<file path="src/rtl/spdm_pkg.sv">
//------------------------------------------------------------------------------
// spdm_pkg
// Shared types, codes and helper functions for the sorted profile divergence
// merge block.
//------------------------------------------------------------------------------
`default_nettype none

package spdm_pkg;

    localparam int LOG_FRAC = 24;

    localparam logic [1:0] METRIC_JSD     = 2'd0;
    localparam logic [1:0] METRIC_JSDIST  = 2'd1;
    localparam logic [1:0] METRIC_JACCARD = 2'd2;
    localparam logic [1:0] METRIC_BAD     = 2'd3;

    localparam logic REG_METRIC = 1'b0;

    typedef enum logic [3:0] {
        ST_IDLE,
        ST_MERGE,
        ST_MSB,
        ST_LUT,
        ST_LOG,
        ST_MUL,
        ST_ACC,
        ST_COUNT,
        ST_FIN,
        ST_NORM,
        ST_DIV,
        ST_SQRT,
        ST_WRITE
    } spdm_state_t;

    typedef enum logic [1:0] {
        DEST_P,
        DEST_Q,
        DEST_MIX
    } spdm_dest_t;

    typedef struct packed {
        logic       load;
        logic       latch;
        logic       count;
        logic       clear;
        logic [1:0] job;
        logic       t_msb;
        logic       t_lut;
        logic       t_log;
        logic       t_mul;
        logic       t_acc;
        logic       fin;
        logic       norm;
        logic       div_step;
        logic       sqrt_step;
        logic       last_step;
        logic       emit;
    } spdm_cmd_t;

    typedef struct packed {
        logic can_merge;
        logic last_job;
        logic done;
        logic fin_den_zero;
        logic den_fits;
    } spdm_status_t;

    function automatic logic [63:0] sat_add64(input logic [63:0] a, input logic [63:0] b);
        logic [64:0] s;
        s = {1'b0, a} + {1'b0, b};
        return s[64] ? {64{1'b1}} : s[63:0];
    endfunction

    function automatic logic [LOG_FRAC-1:0] frac_log2(input logic [63:0] y_in);
        logic [63:0]         y;
        logic [LOG_FRAC-1:0] r;
        y = y_in;
        r = '0;
        for (int k = 0; k < LOG_FRAC; k++)
        begin
            y = (y * y) >> 30;
            r = r << 1;
            if (y >= (64'd2 << 30))
            begin
                y = y >> 1;
                r[0] = 1'b1;
            end
        end
        return r;
    endfunction

    function automatic logic [LOG_FRAC:0] log_tab_entry(input int unsigned i,
                                                        input int unsigned tbits);
        logic [63:0] y;
        y = (64'd1 << 30) + (64'(i) << (30 - tbits));
        if (i == (32'd1 << tbits))
            return (LOG_FRAC+1)'(1) << LOG_FRAC;
        return {1'b0, frac_log2(y)};
    endfunction

endpackage

`default_nettype wire

</file>
<file path="src/rtl/spdm_ctrl.sv">
//------------------------------------------------------------------------------
// spdm_ctrl
// Sequencer: accepts a record, steps the merge and term pipeline, runs the
// final square root or division iterations and hands the result beat out.
//------------------------------------------------------------------------------
`default_nettype none

module spdm_ctrl
    import spdm_pkg::*;
(
    input  wire logic         clk,
    input  wire logic         rst_n,
    input  wire logic         s_tvalid,
    output logic              s_tready,
    input  wire logic         m_tready,
    output logic              m_tvalid,
    input  wire logic [1:0]   metric,
    input  wire spdm_status_t status,
    output spdm_cmd_t         cmd
);

    spdm_state_t state_reg, state_next;
    logic [1:0]  iter_reg, iter_next;
    logic [1:0]  job_reg, job_next;
    logic [4:0]  cnt_reg, cnt_next;
    logic        m_tvalid_reg, m_tvalid_next;

    always_ff @(posedge clk or negedge rst_n)
    begin
        if (!rst_n)
        begin
            state_reg    <= ST_IDLE;
            iter_reg     <= '0;
            job_reg      <= '0;
            cnt_reg      <= '0;
            m_tvalid_reg <= 1'b0;
        end
        else
        begin
            state_reg    <= state_next;
            iter_reg     <= iter_next;
            job_reg      <= job_next;
            cnt_reg      <= cnt_next;
            m_tvalid_reg <= m_tvalid_next;
        end
    end

    always_comb
    begin
        state_next = state_reg;
        iter_next  = iter_reg;
        job_next   = job_reg;
        cnt_next   = cnt_reg;
        cmd        = '0;
        cmd.job    = job_reg;
        s_tready   = 1'b0;

        unique case (state_reg)
            ST_IDLE:
            begin
                s_tready = 1'b1;
                if (s_tvalid)
                begin
                    cmd.load   = 1'b1;
                    iter_next  = '0;
                    state_next = ST_MERGE;
                end
            end
            ST_MERGE:
            begin
                if (iter_reg == 2'd2 || !status.can_merge)
                begin
                    state_next = ST_FIN;
                end
                else
                begin
                    cmd.latch  = 1'b1;
                    job_next   = '0;
                    state_next = metric[1] ? ST_COUNT : ST_MSB;
                end
            end
            ST_COUNT:
            begin
                cmd.count  = 1'b1;
                cmd.clear  = 1'b1;
                iter_next  = iter_reg + 2'd1;
                state_next = ST_MERGE;
            end
            ST_MSB:
            begin
                cmd.t_msb  = 1'b1;
                state_next = ST_LUT;
            end
            ST_LUT:
            begin
                cmd.t_lut  = 1'b1;
                state_next = ST_LOG;
            end
            ST_LOG:
            begin
                cmd.t_log  = 1'b1;
                state_next = ST_MUL;
            end
            ST_MUL:
            begin
                cmd.t_mul  = 1'b1;
                state_next = ST_ACC;
            end
            ST_ACC:
            begin
                cmd.t_acc = 1'b1;
                if (status.last_job)
                begin
                    cmd.clear  = 1'b1;
                    iter_next  = iter_reg + 2'd1;
                    state_next = ST_MERGE;
                end
                else
                begin
                    job_next   = job_reg + 2'd1;
                    state_next = ST_MSB;
                end
            end
            ST_FIN:
            begin
                cmd.fin  = 1'b1;
                cnt_next = '0;
                if (status.done && metric == METRIC_JSDIST)
                    state_next = ST_SQRT;
                else if (status.done && metric == METRIC_JACCARD && !status.fin_den_zero)
                    state_next = ST_NORM;
                else
                    state_next = ST_WRITE;
            end
            ST_NORM:
            begin
                if (status.den_fits)
                    state_next = ST_DIV;
                else
                    cmd.norm = 1'b1;
            end
            ST_DIV:
            begin
                cmd.div_step  = 1'b1;
                cmd.last_step = (cnt_reg == 5'd31);
                cnt_next      = cnt_reg + 5'd1;
                if (cnt_reg == 5'd31)
                    state_next = ST_WRITE;
            end
            ST_SQRT:
            begin
                cmd.sqrt_step = 1'b1;
                cmd.last_step = (cnt_reg == 5'd31);
                cnt_next      = cnt_reg + 5'd1;
                if (cnt_reg == 5'd31)
                    state_next = ST_WRITE;
            end
            ST_WRITE:
            begin
                if (!m_tvalid_reg || m_tready)
                begin
                    cmd.emit   = 1'b1;
                    state_next = ST_IDLE;
                end
            end
            default:
            begin
                state_next = ST_IDLE;
            end
        endcase

        if (cmd.emit)
            m_tvalid_next = 1'b1;
        else if (m_tready)
            m_tvalid_next = 1'b0;
        else
            m_tvalid_next = m_tvalid_reg;
    end

    assign m_tvalid = m_tvalid_reg;

endmodule

`default_nettype wire

</file>
<file path="config.mk">
export PLATFORM = sky130hd
export DESIGN_NAME = spdm_ctrl
export DESIGN_NICKNAME = d
export VERILOG_FILES = /design/src/rtl/spdm_pkg.sv /design/src/rtl/spdm_ctrl.sv
export SDC_FILE = /design/constraint.sdc
export NUM_CORES = 1
export LEC_CHECK = 0
export BUFFER_PORTS_ARGS = -buffer_cell sky130_fd_sc_hd__buf_2
export CAP_MARGIN = 5
export CORE_UTILIZATION = 50
export DETAILED_ROUTE_END_ITERATION = 10
export PLACE_DENSITY = 0.77
export SLEW_MARGIN = 25
export SYNTH_ARGS = -nofsm -noshare
export SYNTH_HDL_FRONTEND = slang
export SYNTH_SLANG_ARGS = --single-unit
</file>
<file path="constraint.sdc">
create_clock -name clk -period 2.3 [get_ports clk]
set_clock_uncertainty 0.1 [all_clocks]
set_input_delay 0.23 -clock clk [delete_from_list [all_inputs] [get_ports clk]]
set_output_delay 0.23 -clock clk [all_outputs]
set_load 0.02 [all_outputs]
</file>
# Word-level counts from Yosys, hierarchy flattened

Index checks and enable logic that the tools add are counted.

Input bits: 11
Word-level logic and storage cells: 88
Output and inout port bits: 19
Bits in registers: 14

Reductions and logical operators: 17
Equal/unequal tests: 23
$add $sub $neg: 3
Muxes and demuxes: 40

Operators by type and width:

| kind                  | count |
|---|---|
| $pmux W4 S12          | 1 |
| $mux W4               | 6 |
| $mux W1               | 22 |
| $eq A4 B4 Y1 const B  | 5 |
| $eq A4 B3 Y1 const B  | 4 |
| $ne A2 B2 Y1 const B  | 6 |
| $mux W2               | 5 |
| $pmux W5 S2           | 1 |
| $eq A4 B2 Y1 const B  | 2 |
| $mux W3               | 2 |
| $pmux W2 S3           | 1 |
| $reduce_and A3 Y1     | 2 |
| $reduce_bool A2 Y1    | 3 |
| $add A5 B1 Y5 const B | 1 |
| $eq A5 B5 Y1 const B  | 1 |
| $add A2 B1 Y2 const B | 2 |
| $eq A2 B2 Y1 const B  | 2 |
| $eq A4 B1 Y1 const B  | 1 |
| $logic_not A4 Y1      | 1 |
| $pmux W2 S2           | 1 |
| $reduce_and A4 Y1     | 1 |
| $logic_and A1 B1 Y1   | 3 |
| $logic_not A1 Y1      | 3 |
| $reduce_bool A3 Y1    | 1 |
| other kinds (5)       | 6 |

# Depth between registers and ports, before layout

Depth in word-level cells: 6
Mapped depth: 7
Gate-level depth less buffers: 7

# Worst setup path before layout

Ideal clock, no wire load.

Path kind: reg-to-output
Start point: register state_reg[1]
End point: output cmd[16] in the netlist's numbering
Path slack: 0.281 ns
Cell stages (with the launch flop): 6
Data required time: 1.970 ns
Arrival: 1.689 ns
Cells stage by stage: dfrtp_1 > buf_6 > or2_0 > clkbuf_1 > nor3_1 > and2_1

RTL lines:

| item                   | line            | source |
|---|---|---|
| start, declared        | spdm_ctrl.sv:22 | `spdm_state_t state_reg, state_next;` |
| start signal, assigned | spdm_ctrl.sv:40 | `state_reg <= state_next;` |
| end, declared          | spdm_ctrl.sv:19 | `output spdm_cmd_t cmd` |

==> results.toml <==
[flow_run]
maxCapViolations = 0

[cells_and_area]
mostFrequentLayoutCells = "buf_2, dfrtp_1, nor2_1"
fillers = 186
largest_reg_flops = 5
areaGrowthSynthToFinish_pct = 16.7
fin_nets = 167
final_common_cell = "buf_2"
register_area_um2 = 350
drive_gt1_frac = 0.232
multiInputGateArea_um2 = 601
n_antenna_cell = 0

[grt]
grt_pass1_vias = 826
grt_overflow = 0
antenna_found_initial = 0
grt_pass1_wl_um = 3670
grt_max_degree = 19
grt_use_total = 0.235

[timing]
holdWs_ns = 0.143
final_max_slew_viol_count = 0
fin_crit_ns = 2.13
worst_slew_pin_slew_ns = 0.495
finalSetupViolations = 0
finalCritPeriodShare = 0.927
fmax_mhz = 469
fin_setup_tns_ns = 0
hold_violations = 0
max_slew_margin = 0.670
rsz0062_at_grt = "no"

[yosys]
async_flop_share = 1.00
ys_types = 44
yosysTopAreaCellShare = 0.341
mappedNetlistArea_um2 = 1030
synth_area_leaders = "dfrtp_1, nor3_1, nor2_1"
synth_flop_cell = "dfrtp_1"
synth_cells = 126
synth_edf_count = 0
synth_top_area_cell = "dfrtp_1"
ys_seq_area_frac = 0.341
avgSynthCellArea_um2 = 8.16
syn-num-nets = 140
synth-seq-cells = 14
yosysWarnings = 0

[critical_path]
cp.arrival_ns = 1.80
required_ns = 1.97
critPathCapture = "cmd[16]"
critPathKind = "reg -> out"
path_max_fanout = 18
start_kind = "flip-flop"
regToRegStartpoint = "cnt_reg[0]$_DFFE_PN0P_"
end_kind = "output port"
crit_start = "state_reg[0]$_DFFE_PN0P_"
worstReg2RegEnd = "state_reg[0]$_DFFE_PN0P_"
reg2reg_slack_ns = 0.49
rr_worst_depth = 7

[floorplanning]
start_util = 0.530
io_pins = 30
core-area_um2 = 1940
die_h_um = 47.4
dieArea_um2 = 2240
fp-row-count = 16
fp.dieW_um = 47.4

[place]
hpwl_um = 1880
io_buffers = 29
gp_congestion = 0.871

[clock_tree]
cts_tree = "built"
clock_latency_ns = 0.27
cts_sinks = 14
cts_root_buffer = "clkbuf_4"
cts.clk_slew.worst_paths_ns = 0.08
cts_buffers = 3
htree_levels = 1
cts_resized = 0
clock_path_buffers = 2

[pwr]
p_leak_uw = 0.000620
vdd_drop_max_mv = 0.702
powerDensity_nw_per_um2 = 1250

[routing]
drtAntennaViolNets = 0
dr.pass1.iters = 4
wirelength_um = 2460
drc = 0
vias = 1021
wire_per_inst_um = 13.8
via_per_inst = 5.74
dr.first_iter.drc_count = 19

[worst_hold_path]
hold_depth = 3
hold_path.class = "in -> reg"

[run_status]
status = "finished clean"
==> kinds of logic after synthesis <==
| logic type | share of synthesized area |
|---|---|
| flip-flops | 0.341 |
| adder cells (fa/ha/maj) | 0.0365 |
| multiplexers | 0.00973 |
| buffers and inverters | 0.0754 |
| AO/OA/AOI/OAI | 0.215 |
| AND/OR/NAND/NOR | 0.322 |
==> worst max-delay path, cell delays in order, from the launching register on <==
cell	delay, ns
dfrtp_1	0.57
or2_0	0.44
nor3_1	0.22
and2_1	0.15
buf_2	0.15
==> Yosys cell counts, types with 2 or more instances <==
cell,count
nand2_1,11
a21oi_1,2
a31oi_1,3
nor2b_1,4
a21o_1,4
nor3_1,10
a211o_1,2
o31ai_1,2
clkbuf_1,2
o21ai_1,4
ha_1,3
dfrtp_1,14
nand2b_1,4
buf_2,5
inv_1,4
o21ai_0,2
nor3b_1,2
nor2_1,13
or2_1,2
a22o_1,2
and3_1,3
buf_4,2
a32o_1,2
o211ai_1,2
nand3_1,3
==> per-stage QoR <==
stage,worst slack [ns],util,power [µW],cells,area (µm²)
global placement,0.493,0.601,1330,174,1170
CTS,0.189,0.618,1500,178,1200
detailed placement,0.494,0.601,1360,174,1170
finish,0.167,0.618,1500,178,1200
global route,0.0537,0.618,1620,178,1200
floorplan,0.281,-,1160,126,1030
==> power breakdown <==
| part | switching [µW] | internal [µW] |
|---|---|---|
| registers | 148 | 348 |
| logic | 512 | 357 |
| clock network | 77.3 | 60.6 |
| total | 737 | 765 |
==> worst min-delay path by stage <==
stage | end | start | slack [ns]
6_report | state_reg[0]$_DFFE_PN0P_ | metric[1] | 0.14
5_1_grt | state_reg[0]$_DFFE_PN0P_ | metric[1] | 0.16
4_1_cts | state_reg[0]$_DFFE_PN0P_ | metric[1] | 0.14
3_5_place_dp | cnt_reg[3]$_DFFE_PN0P_ | rst_n | 0.05
3_3_place_gp | cnt_reg[3]$_DFFE_PN0P_ | rst_n | 0.04
2_1_floorplan | cnt_reg[0]$_DFFE_PN0P_ | rst_n | -0.17
==> layout make-up <==
cell class                 instances  share of cell area
clock buffer                       3              0.0188
inverter                           4              0.0125
multi-input combinational         97               0.501
sequential                        14               0.292
tap                               27              0.0282
timing repair buffer              33               0.148
==> routing by layer <==
metal / vias up / wire [µm] / global-route usage
met5: - / 0 / 0
met1: 471 / 1150 / 0.332
li1: 512 / - / -
met4: 0 / 15 / 0.0686
met3: 2 / 136 / 0.0500
met2: 36 / 1160 / 0.362
==> what timing repair did <==
action,in CTS,in global routing
buffers inserted,0,0
hold buffers,1,0
hold endpoints to repair,14,0
(Power assumes the default switching activity.)
